File: config.mk
export PLATFORM = sky130hd
export DESIGN_NAME = pat_section_parser_unit
export DESIGN_NICKNAME = d
export VERILOG_FILES = /design/src/sv/pat_pkg.sv /design/src/sv/pat_front.sv /design/src/sv/pat_queue.sv /design/src/sv/pat_section_parser_unit.sv
export SDC_FILE = /design/constraint.sdc
export NUM_CORES = 1
export LEC_CHECK = 0
export BUFFER_PORTS_ARGS = -buffer_cell sky130_fd_sc_hd__buf_2
export CELL_PAD_IN_SITES_DETAIL_PLACEMENT = 2
export CELL_PAD_IN_SITES_GLOBAL_PLACEMENT = 2
export CORE_MARGIN = 1
export CORE_UTILIZATION = 25
export CTS_BUF_LIST = sky130_fd_sc_hd__clkbuf_4
export CTS_CLUSTER_SIZE = 14
export DETAILED_ROUTE_END_ITERATION = 10
export PLACE_DENSITY = 0.57
export RECOVER_POWER = 50
export REMOVE_ABC_BUFFERS = 1
export SYNTH_ARGS = -nofsm -noshare
export SYNTH_HDL_FRONTEND = slang
export SYNTH_SLANG_ARGS = --single-unit
File: constraint.sdc
create_clock -name clk -period 6.4 [get_ports clk]
set_clock_uncertainty 0.15 [all_clocks]
set_input_delay 0.96 -clock clk [delete_from_list [all_inputs] [get_ports clk]]
set_output_delay 0.96 -clock clk [all_outputs]
set_load 0.01 [all_outputs]
File: src/sv/pat_pkg.sv
// ----------------------------------------------------------------------------
// pat_pkg
// shared types and constants for the pat section parser
// ----------------------------------------------------------------------------
`default_nettype none

package pat_pkg;

  localparam int unsigned MAX_SECTION_BYTES_DEF = 1024;
  localparam int unsigned QUEUE_DEPTH_DEF       = 4;

  typedef enum logic [1:0] {
    KIND_ENTRY  = 2'd0,
    KIND_DONE   = 2'd1,
    KIND_REJECT = 2'd2
  } kind_t;

  typedef enum logic [1:0] {
    PH_IDLE = 2'd0,
    PH_BODY = 2'd1,
    PH_SKIP = 2'd2
  } phase_t;

  typedef struct packed {
    logic [7:0] data_byte;
    logic       section_start;
  } in_item_t;

  typedef struct packed {
    kind_t       result_kind;
    logic [15:0] program_number;
    logic [12:0] map_pid;
    logic [15:0] stream_id;
    logic [4:0]  version;
    logic [7:0]  section_index;
    logic [7:0]  last_section_index;
  } out_item_t;

  typedef struct packed {
    logic      valid;
    out_item_t data;
  } res_push_t;

endpackage

`default_nettype wire

File: src/sv/pat_front.sv
// ----------------------------------------------------------------------------
// pat_front
// byte classifier: tracks section position and header fields, emits results
// ----------------------------------------------------------------------------
`default_nettype none

module pat_front #(
  parameter int unsigned MAX_SECTION_BYTES = pat_pkg::MAX_SECTION_BYTES_DEF
) (
  input  wire logic              clk,
  input  wire logic              rst_n,
  input  wire logic              accept,
  input  wire pat_pkg::in_item_t item,
  input  wire logic [7:0]        exp_tid,
  output pat_pkg::res_push_t     res
);
  import pat_pkg::*;

  localparam int unsigned LW = 13;
  localparam logic [LW-1:0] MAX_LEN = LW'(MAX_SECTION_BYTES);

  phase_t      phase_r, phase_nxt;
  logic [11:0] pos_r, pos_nxt;
  logic [11:0] len_r, len_nxt;
  logic        hdr_ok_r, hdr_ok_nxt;
  logic [15:0] sid_r, sid_nxt;
  logic [4:0]  ver_r, ver_nxt;
  logic [7:0]  sec_r, sec_nxt;
  logic [7:0]  last_r, last_nxt;
  logic [23:0] entry_r, entry_nxt;

  logic [11:0]   pos_inc;
  logic [LW-1:0] pos_w;
  logic [LW-1:0] len_w;
  logic [LW-1:0] last_pos;
  logic [7:0]    b;
  logic          hdr_chk;

  always_ff @(posedge clk) begin
    if (!rst_n) begin
      phase_r  <= PH_IDLE;
      pos_r    <= '0;
      hdr_ok_r <= 1'b0;
    end else begin
      phase_r  <= phase_nxt;
      pos_r    <= pos_nxt;
      hdr_ok_r <= hdr_ok_nxt;
    end
  end

  always_ff @(posedge clk) begin
    len_r   <= len_nxt;
    sid_r   <= sid_nxt;
    ver_r   <= ver_nxt;
    sec_r   <= sec_nxt;
    last_r  <= last_nxt;
    entry_r <= entry_nxt;
  end

  assign b       = item.data_byte;
  assign pos_inc = pos_r + 12'd1;
  assign pos_w   = {1'b0, pos_inc};
  assign len_w   = {1'b0, len_r};
  assign last_pos = ((len_w + LW'(2)) < LW'(7)) ? LW'(7) : (len_w + LW'(2));

  always_comb begin
    phase_nxt  = phase_r;
    pos_nxt    = pos_r;
    len_nxt    = len_r;
    hdr_ok_nxt = hdr_ok_r;
    sid_nxt    = sid_r;
    ver_nxt    = ver_r;
    sec_nxt    = sec_r;
    last_nxt   = last_r;
    entry_nxt  = entry_r;
    hdr_chk    = 1'b0;
    res        = '0;
    if (accept) begin
      if (item.section_start) begin
        phase_nxt  = PH_BODY;
        pos_nxt    = '0;
        hdr_ok_nxt = (b == exp_tid);
        len_nxt    = '0;
        entry_nxt  = '0;
      end else if (phase_r == PH_BODY) begin
        pos_nxt = pos_inc;
        unique case (pos_inc)
          12'd1: begin
            hdr_ok_nxt = hdr_ok_r && b[7] && !b[6];
            len_nxt    = {b[3:0], 8'h00};
          end
          12'd2: begin
            len_nxt    = len_r | {4'h0, b};
            hdr_ok_nxt = hdr_ok_r && ((LW'(len_r | {4'h0, b}) + LW'(3)) <= MAX_LEN);
          end
          12'd3: sid_nxt = {b, 8'h00};
          12'd4: sid_nxt = sid_r | {8'h00, b};
          12'd5: begin
            ver_nxt    = b[5:1];
            hdr_chk    = hdr_ok_r && b[0];
            hdr_ok_nxt = hdr_chk;
            if (!hdr_chk) begin
              phase_nxt             = PH_SKIP;
              res.valid             = 1'b1;
              res.data.result_kind  = KIND_REJECT;
            end
          end
          12'd6: sec_nxt = b;
          default: begin
            if (pos_inc == 12'd7) begin
              last_nxt = b;
            end
            if (pos_w == last_pos) begin
              phase_nxt                    = PH_IDLE;
              res.valid                    = 1'b1;
              res.data.result_kind         = KIND_DONE;
              res.data.stream_id           = sid_r;
              res.data.version             = ver_r;
              res.data.section_index       = sec_r;
              res.data.last_section_index  = (pos_inc == 12'd7) ? b : last_r;
            end else if (pos_inc >= 12'd8) begin
              if (pos_inc[1:0] == 2'b11) begin
                entry_nxt = '0;
                if ((pos_w + LW'(2)) <= len_w && entry_r[23:8] != 16'h0000) begin
                  res.valid                = 1'b1;
                  res.data.result_kind     = KIND_ENTRY;
                  res.data.program_number  = entry_r[23:8];
                  res.data.map_pid         = {entry_r[4:0], b};
                end
              end else begin
                entry_nxt = {entry_r[15:0], b};
              end
            end
          end
        endcase
      end
    end
  end

endmodule

`default_nettype wire

File: src/sv/pat_queue.sv
// ----------------------------------------------------------------------------
// pat_queue
// short result queue between the classifier and the result port
// ----------------------------------------------------------------------------
`default_nettype none

module pat_queue #(
  parameter int unsigned DEPTH = pat_pkg::QUEUE_DEPTH_DEF
) (
  input  wire logic               clk,
  input  wire logic               rst_n,
  input  wire pat_pkg::res_push_t wr,
  input  wire logic               rd,
  output pat_pkg::out_item_t      rd_data,
  output logic                    empty,
  output logic                    full
);
  import pat_pkg::*;

  localparam int unsigned PW = (DEPTH > 1) ? $clog2(DEPTH) : 1;
  localparam int unsigned CW = $clog2(DEPTH + 1);
  localparam logic [PW-1:0] LAST_PTR = PW'(DEPTH - 1);
  localparam logic [CW-1:0] FULL_CNT = CW'(DEPTH);

  out_item_t     mem [DEPTH];
  logic [PW-1:0] wp_r, wp_nxt;
  logic [PW-1:0] rp_r, rp_nxt;
  logic [CW-1:0] cnt_r, cnt_nxt;
  logic          do_wr, do_rd;

  assign empty   = (cnt_r == '0);
  assign full    = (cnt_r == FULL_CNT);
  assign do_wr   = wr.valid && !full;
  assign do_rd   = rd && !empty;
  assign rd_data = mem[rp_r];

  always_comb begin
    wp_nxt  = wp_r;
    rp_nxt  = rp_r;
    cnt_nxt = cnt_r;
    if (do_wr) begin
      wp_nxt = (wp_r == LAST_PTR) ? '0 : wp_r + PW'(1);
    end
    if (do_rd) begin
      rp_nxt = (rp_r == LAST_PTR) ? '0 : rp_r + PW'(1);
    end
    if (do_wr && !do_rd) begin
      cnt_nxt = cnt_r + CW'(1);
    end else if (do_rd && !do_wr) begin
      cnt_nxt = cnt_r - CW'(1);
    end
  end

  always_ff @(posedge clk) begin
    if (!rst_n) begin
      wp_r  <= '0;
      rp_r  <= '0;
      cnt_r <= '0;
    end else begin
      wp_r  <= wp_nxt;
      rp_r  <= rp_nxt;
      cnt_r <= cnt_nxt;
    end
  end

  always_ff @(posedge clk) begin
    if (do_wr) begin
      mem[wp_r] <= wr.data;
    end
  end

endmodule

`default_nettype wire

File: src/sv/pat_section_parser_unit.sv
// ----------------------------------------------------------------------------
// pat_section_parser_unit
// program association table section parser, byte in, entries and status out
// ----------------------------------------------------------------------------
// Takes one section byte per clock and keeps that rate as long as the result
// queue has room; every byte is classified in the cycle it is accepted and any
// result it causes is written into a QUEUE_DEPTH-entry queue, where it can be
// popped from the next cycle on. in_full follows only the queue fill, so the
// input stalls only when QUEUE_DEPTH results are waiting. The expected table
// id register is written through the cfg channel, which is always ready.
`default_nettype none

module pat_section_parser_unit #(
  parameter int unsigned MAX_SECTION_BYTES = pat_pkg::MAX_SECTION_BYTES_DEF,
  parameter int unsigned QUEUE_DEPTH       = pat_pkg::QUEUE_DEPTH_DEF
) (
  input  wire logic               clk,
  input  wire logic               rst_n,
  input  wire logic               in_push,
  input  wire pat_pkg::in_item_t  in_data,
  output logic                    in_full,
  output logic                    out_empty,
  input  wire logic               out_pop,
  output pat_pkg::out_item_t      out_data,
  input  wire logic               cfg_valid,
  output logic                    cfg_ready,
  input  wire logic [7:0]         cfg_data
);
  import pat_pkg::*;

  logic [7:0] exp_tid_r;
  logic       in_acc;
  res_push_t  res;

  assign cfg_ready = 1'b1;
  assign in_acc    = in_push && !in_full;

  always_ff @(posedge clk) begin
    if (!rst_n) begin
      exp_tid_r <= '0;
    end else if (cfg_valid && cfg_ready) begin
      exp_tid_r <= cfg_data;
    end
  end

  pat_front #(
    .MAX_SECTION_BYTES(MAX_SECTION_BYTES)
  ) u_front (
    .clk      (clk),
    .rst_n    (rst_n),
    .accept   (in_acc),
    .item     (in_data),
    .exp_tid  (exp_tid_r),
    .res      (res)
  );

  pat_queue #(
    .DEPTH(QUEUE_DEPTH)
  ) u_queue (
    .clk     (clk),
    .rst_n   (rst_n),
    .wr      (res),
    .rd      (out_pop),
    .rd_data (out_data),
    .empty   (out_empty),
    .full    (in_full)
  );

  a_not_full_and_empty: assert property (@(posedge clk) disable iff (!rst_n)
    !(in_full && out_empty))
    else $error("queue reports full and empty together");

  a_empty_after_reset: assert property (@(posedge clk)
    $past(!rst_n) |-> out_empty)
    else $error("result pending right after reset");

  a_entry_nonzero: assert property (@(posedge clk) disable iff (!rst_n)
    (!out_empty && out_data.result_kind == KIND_ENTRY) |->
      (out_data.program_number != 16'h0000 && out_data.stream_id == 16'h0000))
    else $error("entry item with program number zero or header fields");

  a_reject_clean: assert property (@(posedge clk) disable iff (!rst_n)
    (!out_empty && out_data.result_kind == KIND_REJECT) |->
      (out_data.program_number == 16'h0000 && out_data.stream_id == 16'h0000))
    else $error("reject item carries payload");

endmodule

`default_nettype wire
* Word level (Yosys, flattened, before mapping) *
Memories as Yosys holds them, arrays and structs flattened. A register that Yosys moved wholly into a read port is not among the register bits.
Cells that the tools add are included.

word-level totals
  register bits = 103
  bits in writable memories = 272
  input port bits = 22
  output and inout port bits = 71
  word-level logic and storage cells = 124
  memories = 1

cells by class
  add/subtract/negate cells = 8
  magnitude comparators = 4
  equal/unequal tests = 18
  muxes and demuxes = 40
  bitwise logic cells = 5
  reductions and logical operators = 35

memories
  memory       depth  width  read ports  clocked after Yosys merged registers in  write ports  RTL line         text
  u_queue.mem  4      68     1           1                                        1            pat_queue.sv:25  out_item_t mem [DEPTH];

operators with widths
  operator                 count
  $mux W69                 3
  $mux W24                 5
  $mux W32                 3
  $mux W66                 1
  $eq A12 B3 Y1 const B    4
  $mux W37                 1
  $mux W12                 3
  $pmux W16 S2             1
  $mux W29                 1
  $add A12 B2 Y13 const B  2
  $eq A12 B2 Y1 const B    2
  $or A12 B8 Y12           2
  $pmux W12 S2             1
  $mux W2                  8
  $or A16 B8 Y16           1
  $reduce_and A4 Y1        4
  $reduce_bool A16 Y1      1
  $add A13 B2 Y13 const B  1
  $eq A12 B13 Y1           1
  $le A13 B11 Y1 const B   1
  $le A13 B12 Y1           1
  $lt A13 B3 Y1 const B    1
  $mux W13                 1
  $add A12 B1 Y12 const B  1
  30 further kinds         60

* Depth between registers and ports, before layout *
Gate-level depths: netlist (run 1).

  word-level depth = 17
  gate-level depth with buffers = 24
  gate-level depth less buffers = 21

* Modules after synthesis *
A second synthesis (run 1) with hierarchy kept.

unflattened totals
  cell total of the unflattened synthesis = 1037
  area total of the unflattened synthesis = 16578.4 µm²

modules (own cells, without submodules)
  module                   times used  cells an instance  area each (µm²)
  pat_queue                1           407                10309.9
  pat_front                1           602                5949.5
  pat_section_parser_unit  1           28                 319.1

* Least setup slack after synthesis (run 1) *
No wires, ideal clock.

  path kind = register to register
  start point = reg u_front.pos_r[1]
  end point = mem u_queue.mem[1][0] (netlist name), enable pin
  setup time = 0.433 ns
  arrival time = 5.413 ns
  slack = 0.404 ns
  stages on the path, launching flop included = 20
  path through = dfxtp_1 ha_1 buf_6 and3_1 buf_6 nand3_1 xor2_1 or4b_1 nor4_1 xnor2_1 ha_1 and3_1 nand3_1 or3_1 o21ai_0 o211ai_1 a21oi_1 a211o_1 buf_4 and2_1

on the way
  longest elaborated chain between the ends = 15
  elaborated cells between the ends (all ways) = 25

ends and longest elaborated chain
  element                          RTL line          text
  from (decl)                      pat_front.sv:23   logic [11:0] pos_r, pos_nxt;
  from (signal assigned)           pat_front.sv:46   pos_r <= pos_nxt;
  $add A12 B1 Y12 *                pat_front.sv:61   assign pos_inc = pos_r + 12'd1;
  $add A12 B2 Y13                  pat_front.sv:124  if ((pos_w + LW'(2)) <= len_w && entry_r[23:8] != 16'h0000) begin
  $le A13 B12 Y1                   pat_front.sv:124
  $logic_and A1 B1 Y1              pat_front.sv:124
  $mux W32                         pat_front.sv:124
  $mux W32                         pat_front.sv:122  if (pos_inc[1:0] == 2'b11) begin
  $mux W32                         pat_front.sv:121  end else if (pos_inc >= 12'd8) begin
  $mux W3                          pat_front.sv:113  if (pos_w == last_pos) begin
  $pmux W3 S2 *                    pat_front.sv:87   unique case (pos_inc)
  $mux W69 *                       pat_front.sv:85   end else if (phase_r == PH_BODY) begin
  $mux W69 *                       pat_front.sv:79   if (item.section_start) begin
  $mux W69 *                       pat_front.sv:78   if (accept) begin
  $logic_and A1 B1 Y1 *            pat_queue.sv:33   assign do_wr = wr.valid && !full;
  net u_queue.do_wr                pat_queue.sv:29   logic do_wr, do_rd;
  $mux W1 *                        pat_queue.sv:67   if (do_wr) begin
  $mux W1 (implied by the code) *  pat_queue.sv:68   mem[wp_r] <= wr.data;
  to (decl)                        pat_queue.sv:25

Mark *: on every way through the listed nets, which the timed path passes. The rest lies on a longest branch.

* Worst setup path in the final report (run 1) *
  start point = reg u_front.pos_r[1]
  end point = reg u_queue.cnt_r[2]

on the way
  longest elaborated chain between the ends = 16
  elaborated cells between the ends (all ways) = 28

ends and longest elaborated chain
  element                       RTL line          text
  $add A12 B1 Y12 *             pat_front.sv:61
  $add A12 B2 Y13               pat_front.sv:124
  $le A13 B12 Y1                pat_front.sv:124
  $logic_and A1 B1 Y1           pat_front.sv:124
  $mux W32                      pat_front.sv:124
  $mux W32                      pat_front.sv:122
  $mux W32                      pat_front.sv:121
  $mux W3                       pat_front.sv:113
  $pmux W3 S2 *                 pat_front.sv:87
  $mux W69 *                    pat_front.sv:85
  $mux W69 *                    pat_front.sv:79
  $mux W69 *                    pat_front.sv:78
  $logic_and A1 B1 Y1 *         pat_queue.sv:33
  $logic_not A1 Y1              pat_queue.sv:49   end else if (do_rd && !do_wr) begin
  $logic_and A1 B1 Y1           pat_queue.sv:49
  $reduce_bool A2 Y1 (no line)  n/a
  to (signal assigned)          pat_queue.sv:62   cnt_r <= cnt_nxt;
  to (decl)                     pat_queue.sv:28   logic [CW-1:0] cnt_r, cnt_nxt;

Mark *: on every way between the ends. The rest lies on a longest branch, timed or not.
A chain may end at the register's enable or synchronous reset.

==> impl_results.rst, run 1 <==
.. list-table::
   :header-rows: 1

   * - Metric
     - Value
   * - Pin count of the biggest net entering global routing
     - 42
   * - RSZ-0062 raised after global routing
     - no
   * - Clock latency on the worst-skew pair
     - 0.85 ns
   * - Cell at the slowest stage of the critical path
     - or4b_1
   * - CTS Root Cell
     - clkbuf_4
   * - Mapped cell area
     - between 15,000 and 20,000 µm²
   * - Ys async rst share
     - 0%
   * - CP arrival
     - roughly 6.5 ns
   * - Worst Setup Start Kind
     - flop
   * - Top fanout value on the critical path
     - 10
   * - Outcome
     - finished with violations
   * - Power Dens Cells
     - approximately 320 nW/µm²
   * - Detail-routed net length per standard cell
     - 21.0 µm
   * - Tcrit/Tclk final
     - 91.4%
   * - Number of sinks on the clock net
     - 377
   * - Number of violations reported at the end of detailed-routing iteration 0
     - between 300 and 400
   * - Switching power total
     - between 1500 and 2000 µW
   * - Highest-count cells in the layout ignoring fill and taps
     - 345 x edfxtp_1, 155 x clkbuf_4, 78 x clkbuf_1, 68 x mux4_2, 60 x and2_0
   * - Worst min-delay path endpoint
     - exp_tid_r[3]$_SDFFE_PN0P_
   * - Via-per-instance ratio
     - between 4 and 5
   * - Stage delay of the slowest cell on the critical path
     - between 0.6 and 0.7 ns
   * - Area enclosed by the die boundary
     - 66,000 µm²
   * - Transition time of the tightest slew-check pin
     - between 2 and 2.5 ns
   * - # rows
     - 93
   * - Logic pwr share
     - a little under a fifth
   * - DR DRC count
     - 0
   * - Initial DRT Pass Iterations
     - 4
   * - Share of total power in the clock network
     - 35.1%
   * - Flop pwr share
     - a little under half
   * - Effective utilization at floorplan
     - roughly a quarter
   * - Count of nets after finishing
     - about 1,200
   * - Placeable Area
     - ~64,000 µm²
   * - Maximum buffer depth of the clock tree
     - 3
   * - Cell count of the worst reg-to-reg path
     - 21
   * - Avg Cell Area, Syn
     - about 16 µm²
   * - Critical register-to-register path startpoint
     - u_front.pos_r[1]$_SDFFE_PN0P_
   * - Via Count
     - 9,363
   * - Global Route Usage Sum
     - a little over an eighth
   * - Capture instance of the worst register-to-register path
     - u_queue.cnt_r[2]$_SDFFE_PN0P_
   * - List of cells traversed by the critical path
     - ha_2 -> and3_1 -> nand3_1 -> xor2_1 -> or4b_1 -> nor4_1 -> xnor2_1 -> ha_1 -> and3_1 -> nand3_1 -> or3_1 -> o21ai_0 -> o211ai_1 -> a21oi_1 -> a211o_1 -> ha_1 -> inv_1 -> fa_1 -> xor2_1 -> or3_1 -> a21boi_0
   * - Gate count after technology mapping
     - 1,006
   * - Synthesized flop and latch total
     - between 300 and 400
   * - Worst voltage drop across the vdd grid
     - approximately 0.00011 V
   * - Min Tclk post-route
     - between 5 and 6 ns
   * - Worst hold path depth
     - 3
   * - Overflow left after global routing
     - 0
   * - Synth Warn #
     - 0
   * - Synth-to-layout area growth
     - 16.6%
   * - Hold WC Path Type
     - in -> reg
   * - Fill cell count
     - about 6,700
   * - Floorplan die width
     - about 260 µm
   * - Number of H-tree branching levels
     - 3
   * - Initial antenna violation count
     - 3
   * - Worst hold margin
     - about 0.26 ns
   * - Internal Power
     - roughly 4300 µW
   * - Reported leakage power
     - 0.00597 µW
   * - Worst endpoint required time
     - between 7 and 8 ns
   * - Timing-limited maximum frequency
     - approximately 170 MHz
   * - Failing checks
     - capacitance limit, slew limit
   * - Sequential-to-total area share from yosys stat
     - 67.7%
   * - Path type of the worst setup path
     - reg -> reg
   * - TritonCTS buffer count
     - between 100 and 150
   * - Most common cell after layout, fill and taps aside
     - edfxtp_1
   * - Reg2reg setup slack
     - around 0.55 ns
   * - Number of routed nets with antenna violations
     - 0
   * - Overall die height
     - 257 µm
   * - Type of element capturing the critical path
     - flop
   * - Headroom to the max-slew limit
     - -38.2%
   * - Total of endpoints with negative setup slack in the final report
     - 0
   * - First-pass GRT wire length
     - between 60,000 and 70,000 µm
   * - Clock tree from TritonCTS
     - done
   * - Hold Fails Final Rpt
     - 0
   * - Count of flip-flops with a built-in enable after synthesis
     - 345
   * - Sum of buffers and inverters on the critical path
     - 1
   * - I/O pins
     - slightly above 90
   * - Total of max-cap violations
     - 5
   * - Wire length after detailed routing
     - between 40,000 and 50,000 µm
   * - Via count of the first global-routing pass
     - ~11,000
   * - Setup Buffers After CTS
     - 0
   * - Commonest register cell after synthesis
     - edfxtp_1
   * - Number of buffer cells added on primary ports
     - 91
   * - Net switching share of the total power
     - between 20 and 30%
   * - Routability Congestion
     - about 0.75
   * - Count of instances resized after the clock tree is built
     - 0
   * - Final Max Slew Viols
     - a little under 100
   * - Utilization of the core after routing
     - between 20% and 30%
   * - Family with the most delay on the worst path
     - simple AND/OR/NAND/NOR gates
   * - Hold Path Origin
     - cfg_data[3]
   * - Count of hold-fix buffers inserted at cts
     - 0
   * - Ratio of cells with drive above 1 in the final layout
     - approximately a quarter
   * - Half-perimeter wire length after detailed placement
     - around 28,000 µm
   * - Unique masters post-synth
     - a little under 70
   * - Final total negative setup slack
     - 0 ns
   * - Clock transition at the registers of the reported paths
     - 0.07 ns
[cell usage after synthesis, drive strengths merged (18+ instances only)]
cell,count,area (µm²)
mux4,68,1530
nand2,25,93.8
clkbuf,36,135
xnor2,28,253
mux2i,19,190
nor2b,28,175
inv,22,82.6
ha,26,325
and2,104,651
nand3,18,90.1
dfxtp,32,641
nor2,44,165
buf,22,146
edfxtp,345,10400
[power by group through the flow]
stage / sequential, µW / clock [µW] / combinational, µW
after floorplan: 2910 / 0 / 714
after global placement: 2890 / 0 / 1200
after detailed placement: 2890 / 0 / 1200
after CTS: 2840 / 2230 / 1210
after global routing: 2850 / 2340 / 1220
final: 2830 / 2130 / 1110
[registers in the layout, indices dropped and copies added (netlist names), named ones only]
register / flops
u_front.entry_r: 24
u_front.len_r: 12
u_front.pos_r: 12
u_front.hdr_ok_r: 1
u_queue.cnt_r: 3
u_queue.rp_r: 2
u_queue.wp_r: 2
u_front.last_r: 8
u_queue.mem: 272
u_front.sec_r: 8
u_front.phase_r: 2
exp_tid_r: 8
u_front.ver_r: 5
u_front.sid_r: 16
[metrics by stage]
step / setup WS (ns) / cells / cell area (µm²) / total power [µW]
global route: 0.0542 / 2103 / 18900 / 6410
CTS: 0.275 / 2101 / 19100 / 6270
global placement: 0.560 / 1917 / 17800 / 4090
finish: 0.549 / 2104 / 19000 / 6080
detailed placement: 0.311 / 1917 / 17800 / 4090
floorplan: 0.243 / 948 / 16000 / 3620
[cells by family after synthesis]
| group | share of synthesized area (%) |
|---|---|
| buffers and inverters | 2.24 |
| AOI/OAI and AO/OA | 3.58 |
| and+or+nand+nor | 10.8 |
| adders and majority gates | 2.12 |
| xor gates and xnor gates | 2.41 |
| DFF | 67.7 |
| other | 0.0231 |
| muxes | 11.1 |
[worst register-to-register path, cell delays in order (launching register included)]
cell and delay [ns]:
dfxtp_2 0.43, ha_2 0.30, and3_1 0.35, nand3_1 0.14, xor2_1 0.19, or4b_1 0.61, nor4_1 0.40, xnor2_1 0.12
ha_1 0.34, and3_1 0.16, nand3_1 0.10, or3_1 0.38, o21ai_0 0.11, o211ai_1 0.13, a21oi_1 0.26, a211o_1 0.22
ha_1 0.20, inv_1 0.07, fa_1 0.43, xor2_1 0.17, or3_1 0.31, a21boi_0 0.21
[cell type report]
cell class | instances | area, µm² | share of cell area (%)
diodes | 3 | 7.51 | 0.0396
inverters | 22 | 82.6 | 0.436
well taps | 855 | 1070 | 5.65
clock inverters | 29 | 136 | 0.720
repair buffers | 114 | 613 | 3.24
clock buffers | 155 | 1160 | 6.14
flip-flops and latches | 377 | 11000 | 58.1
multi-input cells | 549 | 4870 | 25.7
[routing by layer]
metal	wire (µm)	share of wire, %	global-route usage [%]
met1	19300	44	16.7
met2	22400	51	23.3
met3	1620	3.7	3.07
met4	829	1.9	4.91
met5	0	0	0
[how the worst max path moves through the flow]
stage / slack [ns] / endpoint / cells after the start / startpoint
global placement: 0.56 / u_queue.cnt_r[2]$_SDFFE_PN0P_ / 21 / u_front.pos_r[1]$_SDFFE_PN0P_
floorplan: 0.24 / u_queue.mem[0][0]$_DFFE_PP_ / 16 / u_front.pos_r[0]$_SDFFE_PN0P_
global route: 0.05 / u_queue.cnt_r[2]$_SDFFE_PN0P_ / 21 / u_front.pos_r[1]$_SDFFE_PN0P_
CTS: 0.28 / u_queue.cnt_r[2]$_SDFFE_PN0P_ / 21 / u_front.pos_r[1]$_SDFFE_PN0P_
finish: 0.55 / u_queue.cnt_r[2]$_SDFFE_PN0P_ / 21 / u_front.pos_r[1]$_SDFFE_PN0P_
detailed placement: 0.31 / u_queue.cnt_r[2]$_SDFFE_PN0P_ / 21 / u_front.pos_r[1]$_SDFFE_PN0P_
(Power assumes the default switching activity.)
==> run 2, diff against run 1 <==
--- a/config.mk
+++ b/config.mk
@@ -5,6 +5,7 @@
 export SDC_FILE = /design/constraint.sdc
 export NUM_CORES = 1
 export LEC_CHECK = 0
+export ABC_AREA = 1
 export BUFFER_PORTS_ARGS = -buffer_cell sky130_fd_sc_hd__buf_2
 export CELL_PAD_IN_SITES_DETAIL_PLACEMENT = 2
 export CELL_PAD_IN_SITES_GLOBAL_PLACEMENT = 2
@@ -13,7 +14,7 @@
 export CTS_BUF_LIST = sky130_fd_sc_hd__clkbuf_4
 export CTS_CLUSTER_SIZE = 14
 export DETAILED_ROUTE_END_ITERATION = 10
-export PLACE_DENSITY = 0.57
+export PLACE_DENSITY = 0.61
 export RECOVER_POWER = 50
 export REMOVE_ABC_BUFFERS = 1
 export SYNTH_ARGS = -nofsm -noshare
==> run 2 against run 1 <==
The flow still finishes with violations (capacitance limit, slew limit). Die area up 0.64%. Wire length up 16%. Register-to-register slack improved by 0.44 ns. Total power up 9.1%. Worst setup slack improved by 0.44 ns. Cell area is 0.65% higher. Non-clock buffer count fell by 1. Utilization is 0.084 points higher. Fmax rose by 8.2%. First-iteration DRC count is 37% higher. Cell count grew 22%. Critical endpoint is now u_queue.mem[2][5]$_DFFE_PP_.
==> impl_results.rst, run 2 <==
.. list-table::
   :header-rows: 1

   * - Metric
     - Value
   * - List of cells traversed by the critical path
     - ha_1 -> nand3_1 -> inv_1 -> nand2_1 -> nand2_1 -> nand2_1 -> inv_1 -> nand2_1 -> nor2_1 -> nand2_1 -> nor2_1 -> nand2_1 -> nor3_1 -> nand2_1 -> nand2_1 -> inv_2 -> nor2_4 -> buf_12
   * - Hold Fails Final Rpt
     - 0
   * - Largest registers ranked by flip-flop count
     - u_queue.mem x272, u_front.entry_r x24, u_front.sid_r x16
   * - Commonest register cell after synthesis
     - edfxtp_1
   * - Avg Cell Area, Syn
     - roughly 11 µm²
   * - Detail-routed net length per standard cell
     - between 15 and 20 µm
   * - Initial antenna violation count
     - 4
   * - Launching element of the worst setup path
     - u_front.pos_r[1]$_SDFFE_PN0P_
   * - Clock tree from TritonCTS
     - done
   * - Initial DRT Pass Iterations
     - 4
   * - Overall power after layout
     - around 6600 µW
   * - Via count of the first global-routing pass
     - ~13,000
   * - Timing-limited maximum frequency
     - between 150 and 200 MHz
   * - Total of endpoints with negative setup slack in the final report
     - 0
   * - Total of max-cap violations
     - 2
   * - Via-per-instance ratio
     - roughly 4.6
   * - Final total negative setup slack
     - 0 ns
   * - Worst endpoint required time
     - between 6 and 7 ns
   * - Setup slack at placement
     - between 1 and 1.5 ns
   * - Number of H-tree branching levels
     - 3
   * - Critical register-to-register path startpoint
     - u_front.pos_r[1]$_SDFFE_PN0P_
   * - Timing endpoint of the critical path
     - u_queue.mem[2][5]$_DFFE_PP_
   * - Worst voltage drop across the vdd grid
     - 0.000147 V
   * - Final Max Slew Viols
     - 42
   * - Number of buffer cells added on primary ports
     - 91
   * - Top fanout value on the critical path
     - 43
   * - Synthesized flop and latch total
     - around 380
   * - Register ranked first by flip-flop count
     - u_queue.mem
   * - Path type of the worst setup path
     - reg -> reg
   * - Clock latency on the worst-skew pair
     - 0.88 ns
   * - I/O pins
     - 93
   * - Ratio of cells with drive above 1 in the final layout
     - between 10% and 20%
   * - Placeable Area
     - ~65,000 µm²
   * - Number of flip-flops in the largest register
     - roughly 270
   * - Unique masters post-synth
     - 42
   * - Sequential-to-total area share from yosys stat
     - around two thirds
   * - Crit path setup slack, layout
     - between 0.9 and 1 ns
   * - # rows
     - slightly above 90
   * - Floorplan die width
     - ~260 µm
   * - Hold WC Path Type
     - in -> reg
   * - Outcome
     - finished with violations
   * - Highest-count cells in the layout ignoring fill and taps
     - 345 x edfxtp_1, 281 x nor2_1, 166 x o21ai_0, 162 x nand2_1, 162 x clkbuf_4
   * - Routability Congestion
     - approximately 0.76
   * - DR DRC count
     - 0
   * - Wire length after detailed routing
     - 51,300 µm
   * - Power Dens Cells
     - 348 nW/µm²
   * - Synth Warn #
     - 0
   * - Most common cell after layout, fill and taps aside
     - edfxtp_1
   * - Proportion of synthesized area in mux cells
     - 0%
   * - Via Count
     - roughly 12,000
   * - Worst hold margin
     - 0.276 ns
   * - Gate count after technology mapping
     - about 1,500
   * - Setup Buffers After CTS
     - 0
   * - Number of sinks on the clock net
     - 377
   * - Count of instances resized after the clock tree is built
     - 0
   * - Synth-to-layout area growth
     - 16.6%
   * - Fill cell count
     - between 7,000 and 8,000
   * - Cell types occupying the most area after synthesis
     - edfxtp_1 63%, nor2_1 6.1%, o21ai_0 5.0%
   * - CTS Root Cell
     - clkbuf_4
   * - Cell count of the worst reg-to-reg path
     - 18
   * - Overflow left after global routing
     - 0
   * - Synth top area share
     - a little over three fifths
   * - Stage delay of the slowest cell on the critical path
     - ~1.0 ns
   * - Reg2reg setup slack
     - ~1 ns
   * - Leading area contributor after synthesis
     - edfxtp_1
   * - Count of hold-fix buffers inserted at cts
     - 0
   * - Number of violations reported at the end of detailed-routing iteration 0
     - ~540
   * - Worst Setup Start Kind
     - flop
   * - Compound-Gate Fraction of Synth Area
     - under 10%
   * - Global Route Usage Sum
     - about 16%
   * - Post-Place Cells
     - around 2,400
   * - Count of nets after finishing
     - approximately 1,700
   * - Overall die height
     - approximately 260 µm
   * - Non-filler instance count after layout
     - between 2,000 and 3,000
   * - CP arrival
     - between 5 and 6 ns
   * - Reported leakage power
     - around 0.0073 µW
   * - Ys async rst share
     - 0%
   * - Most used cell, CP
     - nand2_1
   * - Type of element capturing the critical path
     - flop
   * - Headroom to the max-slew limit
     - -20.0%
   * - Maximum buffer depth of the clock tree
     - 3
   * - Area enclosed by the die boundary
     - 66,500 µm²
   * - Failing checks
     - capacitance limit, slew limit
   * - Capture instance of the worst register-to-register path
     - u_queue.mem[2][5]$_DFFE_PP_
   * - Half-perimeter wire length after detailed placement
     - between 30,000 and 40,000 µm
   * - Xor/xnor cell area share of the yosys netlist
     - 0.857%
   * - Transition time of the tightest slew-check pin
     - around 1.8 ns
   * - Effective utilization at floorplan
     - approximately 25%
   * - Number of routed nets with antenna violations
     - 0
   * - Share of synthesized cell area in full adder, half adder and majority cells
     - around 2.1%
   * - Tcrit/Tclk final
     - between 80% and 90%
   * - Area share of and/or/nand/nor cells after synthesis
     - between 10 and 15%
   * - Pin count of the biggest net entering global routing
     - between 80 and 90
   * - Top cells by instance count after synthesis
     - 345 x edfxtp_1, 266 x nor2_1, 164 x o21ai_0, 159 x nand2_1, 148 x inv_1
   * - Count of flip-flops with a built-in enable after synthesis
     - around 350
   * - TritonCTS buffer count
     - around 100
   * - Min Tclk post-route
     - about 5.4 ns
   * - Library cell with the highest instance count after synthesis
     - edfxtp_1
   * - Largest family of logic cells by synthesized area
     - simple AND/OR/NAND/NOR gates
   * - Mapped cell area
     - around 16,000 µm²
   * - RSZ-0062 raised after global routing
     - no
   * - Clock transition at the registers of the reported paths
     - about 0.070 ns
   * - First-pass GRT wire length
     - between 70,000 and 80,000 µm
   * - Cell at the slowest stage of the critical path
     - nor3_1
## run 2: changes by cell type after synthesis, moves of 21 or more
cell     change
nand2_1    +134
o21ai_0    +149
nor2b_1     -28
mux4_2      -68
a21oi_1     +25
xnor2_1     -22
inv_1      +126
nor2_2      +21
o22ai_1     +71
nor2_1     +222
and2_1     -104
## run 2: worst min-delay path by stage
stage               cells past startpoint                               to  slack, ns                             from
finish                                  3        exp_tid_r[5]$_SDFFE_PN0P_       0.28                      cfg_data[5]
CTS                                     1       u_front.sec_r[7]$_DFFE_PP_       0.12                       in_data[8]
global placement                        2  u_front.phase_r[0]$_SDFFE_PN0P_       0.30  u_front.phase_r[0]$_SDFFE_PN0P_
global route                            3        exp_tid_r[2]$_SDFFE_PN0P_       0.20                      cfg_data[2]
floorplan                               2        exp_tid_r[4]$_SDFFE_PN0P_       0.29        exp_tid_r[4]$_SDFFE_PN0P_
detailed placement                      2        exp_tid_r[4]$_SDFFE_PN0P_       0.31        exp_tid_r[4]$_SDFFE_PN0P_
## run 2: worst max-delay path, delay by kind of cell, from the launching register on
family / cells / cell delay [ns]
buf+inv: 4 / 0.83
fa+ha+maj: 1 / 0.25
flops: 1 / 0.44
simple gates: 13 / 3.33
## run 2: area by class of cell
type / instances / area (µm²) / share of cell area, %
tap: 855 / 1070 / 5.61
multi-input combinational: 885 / 4420 / 23.2
timing repair buffer: 113 / 642 / 3.37
clock buffer: 162 / 1220 / 6.38
sequential: 377 / 11000 / 57.7
clock inverter: 20 / 124 / 0.649
inverter: 156 / 587 / 3.08
antenna: 2 / 5.00 / 0.0262
## run 2: cells by family (layout without fill, tap and decap cells)
group,after synthesis,in the layout
compound gates,292,292
fa+ha+maj,27,27
buf+inv,221,451
other cells,1,3
simple gates,549,549
flops,377,377
xor+xnor,16,16
## run 2: routing by layer
metal | global-route usage, % | part of all wire (%) | vias up
li1 | - | - | 5519
met1 | 19.2 | 44 | 6000
met2 | 27.1 | 50 | 199
met3 | 3.11 | 3.6 | 81
met4 | 5.24 | 2.2 | 0
met5 | 0 | 0 | -
## run 2: report_power, final
group          internal (µW)  switching (µW)  total, µW  leakage, µW
Sequential              2720             118       2840      0.00357
Combinational            453            1130       1590      0.00292
Clock                   1180            1030       2210     0.000800
## run 2: stage by stage
step                utilization (%)  area (µm²)
finish                         29.5       19100
global route                   29.5       19100
CTS                            29.8       19300
detailed placement             27.7       17900
global placement               27.7       17900
floorplan                         -       16100
==> run 3, diff against run 2 <==
==> constraint.sdc (replaced) <==
create_clock -name clk -period 4.75 [get_ports clk]
set_clock_uncertainty 0.15 [all_clocks]
set_input_delay 0.7125 -clock clk [delete_from_list [all_inputs] [get_ports clk]]
set_output_delay 0.7125 -clock clk [all_outputs]
set_load 0.01 [all_outputs]
==> run 3 against run 2 <==
The flow now finishes without violations. Clock power rose by 38%. Cell count rose by 1.8%. Largest cell class unchanged. Non-clock buffer count rose by 43. Register-to-register slack got worse by 0.59 ns. Hold slack got worse by 0.14 ns. Worst setup slack got worse by 0.59 ns. Critical endpoint is now u_queue.cnt_r[2]$_SDFFE_PN0P_. Sequential cell count did not move. Utilization rose by 0.92 points. Count of clock-buffer cells in the layout rose by 7. Via count rose by 1.2%. Combinational power rose by 38%. Highest routed layer unchanged. Critical path type unchanged.
==> impl_results.rst, run 3 (synthesized netlist as in run 2, its figures left out) <==
.. list-table::
   :header-rows: 1

   * - Metric
     - Value
   * - Stage delay of the slowest cell on the critical path
     - between 0.4 and 0.5 ns
   * - # rows
     - between 90 and 100
   * - Clock tree from TritonCTS
     - done
   * - DR DRC count
     - 0
   * - Register ranked first by flip-flop count
     - u_queue.mem
   * - Type of element capturing the critical path
     - flop
   * - Initial antenna violation count
     - 2
   * - First-pass GRT wire length
     - about 80,000 µm
   * - Final Max Slew Viols
     - 0
   * - Ratio of cells with drive above 1 in the final layout
     - ~17%
   * - Global Route Usage Sum
     - ~16%
   * - Overflow left after global routing
     - 0
   * - Overall die height
     - around 260 µm
   * - Utilization of the core after routing
     - about 30%
   * - Total of max-cap violations
     - 0
   * - Highest-count cells in the layout ignoring fill and taps
     - 345 x edfxtp_1, 260 x nor2_1, 170 x clkbuf_4, 164 x o21ai_0, 157 x nand2_1
   * - Effective utilization at floorplan
     - 25.3%
   * - Worst Setup Start Kind
     - flop
   * - Post-Place Cells
     - between 2,000 and 2,500
   * - Routability Congestion
     - between 0.7 and 0.8
   * - Largest registers ranked by flip-flop count
     - u_queue.mem x272, u_front.entry_r x24, u_front.sid_r x16
   * - Count of nets after finishing
     - approximately 1,700
   * - Via count of the first global-routing pass
     - about 13,000
   * - Cell at the slowest stage of the critical path
     - fa_1
   * - Synth-to-layout area growth
     - 20.2%
   * - Reported leakage power
     - roughly 0.0075 µW
   * - Number of sinks on the clock net
     - about 380
   * - Hold WC Path Type
     - in -> reg
   * - Transition time of the tightest slew-check pin
     - 1.18 ns
   * - Top fanout value on the critical path
     - 6
   * - Initial DRT Pass Iterations
     - 4
   * - Final total negative setup slack
     - 0 ns
   * - Sum of buffers and inverters on the critical path
     - 4
   * - TritonCTS buffer count
     - 103
   * - Detail-routed net length per standard cell
     - approximately 20 µm
   * - CP arrival
     - approximately 5 ns
   * - Clock transition at the registers of the reported paths
     - about 0.06 ns
   * - Maximum buffer depth of the clock tree
     - 3
   * - Number of H-tree branching levels
     - 3
   * - Worst endpoint required time
     - between 5 and 6 ns
   * - Headroom to the max-slew limit
     - about a fifth
   * - Most common cell after layout, fill and taps aside
     - edfxtp_1
   * - Hold Fails Final Rpt
     - 0
   * - Floorplan die width
     - 258 µm
   * - Half-perimeter wire length after detailed placement
     - around 33,000 µm
   * - Number of flip-flops in the largest register
     - 272
   * - Crit path setup slack, layout
     - 0.399 ns
   * - CTS Root Cell
     - clkbuf_4
   * - Power Dens Cells
     - between 400 and 500 nW/µm²
   * - Most used cell, CP
     - nand2_1
   * - Clock latency on the worst-skew pair
     - just under 0.9 ns
   * - Placeable Area
     - between 60,000 and 70,000 µm²
   * - I/O pins
     - 93
   * - Non-filler instance count after layout
     - approximately 2,600
   * - Family with the most delay on the worst path
     - adder cells
   * - Worst voltage drop across the vdd grid
     - approximately 0.00031 V
   * - Via Count
     - 11,943
   * - Number of violations reported at the end of detailed-routing iteration 0
     - 586
   * - Via-per-instance ratio
     - around 4.6
   * - Outcome
     - completed
   * - Multi-input combinational cell area
     - approximately 4600 µm²
   * - Total of endpoints with negative setup slack in the final report
     - 0
   * - Fill cell count
     - between 7,000 and 8,000
   * - Setup slack at placement
     - -0.0846 ns
   * - Wire length after detailed routing
     - 51,200 µm
   * - Combined flip-flop and latch cell area
     - roughly 11,000 µm²
   * - Number of buffer cells added on primary ports
     - slightly above 90
   * - Tcrit/Tclk final
     - between 90 and 100%
   * - Min Tclk post-route
     - roughly 4.4 ns
   * - Timing-limited maximum frequency
     - 230 MHz
   * - Number of routed nets with antenna violations
     - 0
   * - Area enclosed by the die boundary
     - approximately 66,000 µm²
   * - Path type of the worst setup path
     - reg -> reg
   * - Pin count of the biggest net entering global routing
     - about 140
run 3: cell count changes in the layout (fill, tap and decap cells not counted), moves of 8 or more:
cell           delta
dlygate4sd3_1    +15
nor2_2           +20
buf_2            -21
buf_4            +20
nor2_1           -21
clkbuf_4          +8
clkbuf_1         +21
run 3: through the flow:
stage | instance area [µm²] | hold slack, ns | total power [µW]
floorplan | 16100 | 0.287 | 5020
global route | 19700 | 0.0931 | 9520
global placement | 18100 | 0.306 | 6090
CTS | 19700 | 0.00133 | 9280
detailed placement | 18100 | 0.314 | 6160
finish | 19700 | 0.139 | 8970
run 3: worst paths after layout:
kind / startpoint / end / slack, ns / depth (start not counted)
max reg2reg: u_front.pos_r[0]$_SDFFE_PN0P_ / u_queue.cnt_r[2]$_SDFFE_PN0P_ / 0.40 / 28
min reg2reg: u_front.phase_r[0]$_SDFFE_PN0P_ / u_front.phase_r[0]$_SDFFE_PN0P_ / 0.32 / 2
min: cfg_data[4] / exp_tid_r[4]$_SDFFE_PN0P_ / 0.14 / 3
max: u_front.pos_r[0]$_SDFFE_PN0P_ / u_queue.cnt_r[2]$_SDFFE_PN0P_ / 0.40 / 28
run 3: layout make-up:
class / count / area share, %
Inverter: 156 / 2.99
Multi-Input combinational cell: 885 / 23.3
Clock inverter: 18 / 0.534
Antenna cell: 1 / 0.0127
Tap cell: 855 / 5.44
Sequential cell: 377 / 56.0
Clock buffer: 169 / 6.45
Timing Repair Buffer: 156 / 5.29
run 3: report_power, final:
part / total, µW / switching, µW / internal, µW / leakage (µW)
Combinational: 2200 / 1590 / 610 / 0.00308
Clock: 3040 / 1390 / 1650 / 0.000831
Sequential: 3730 / 65.9 / 3660 / 0.00357
run 3: worst register-to-register path: cells and delay by family, from the launching register on:
kind,cells,cell delay (ns)
and+or+nand+nor,12,1.17
adders and majority gates,5,1.25
AOI/OAI and AO/OA,5,0.70
xor gates and xnor gates,2,0.27
DFF,1,0.38
buffers and inverters,4,0.40
run 3: routing by layer:
metal | vias up | track usage, % | routed length, µm
li1 | 5622 | - | -
met1 | 6038 | 19.2 | 22600
met2 | 207 | 26.7 | 25600
met3 | 76 | 2.86 | 1920
met4 | 0 | 5.98 | 1120
met5 | - | 0 | 0
run 3: timing repair:
item | in CTS | in global routing
endpoints found under the setup margin | 70 | 366
hold endpoints to repair | 20 | 0
hold buffers | 15 | 0
gates resized for setup | 1 | 28
pin swaps | 1 | 7
setup buffers | 2 | 4
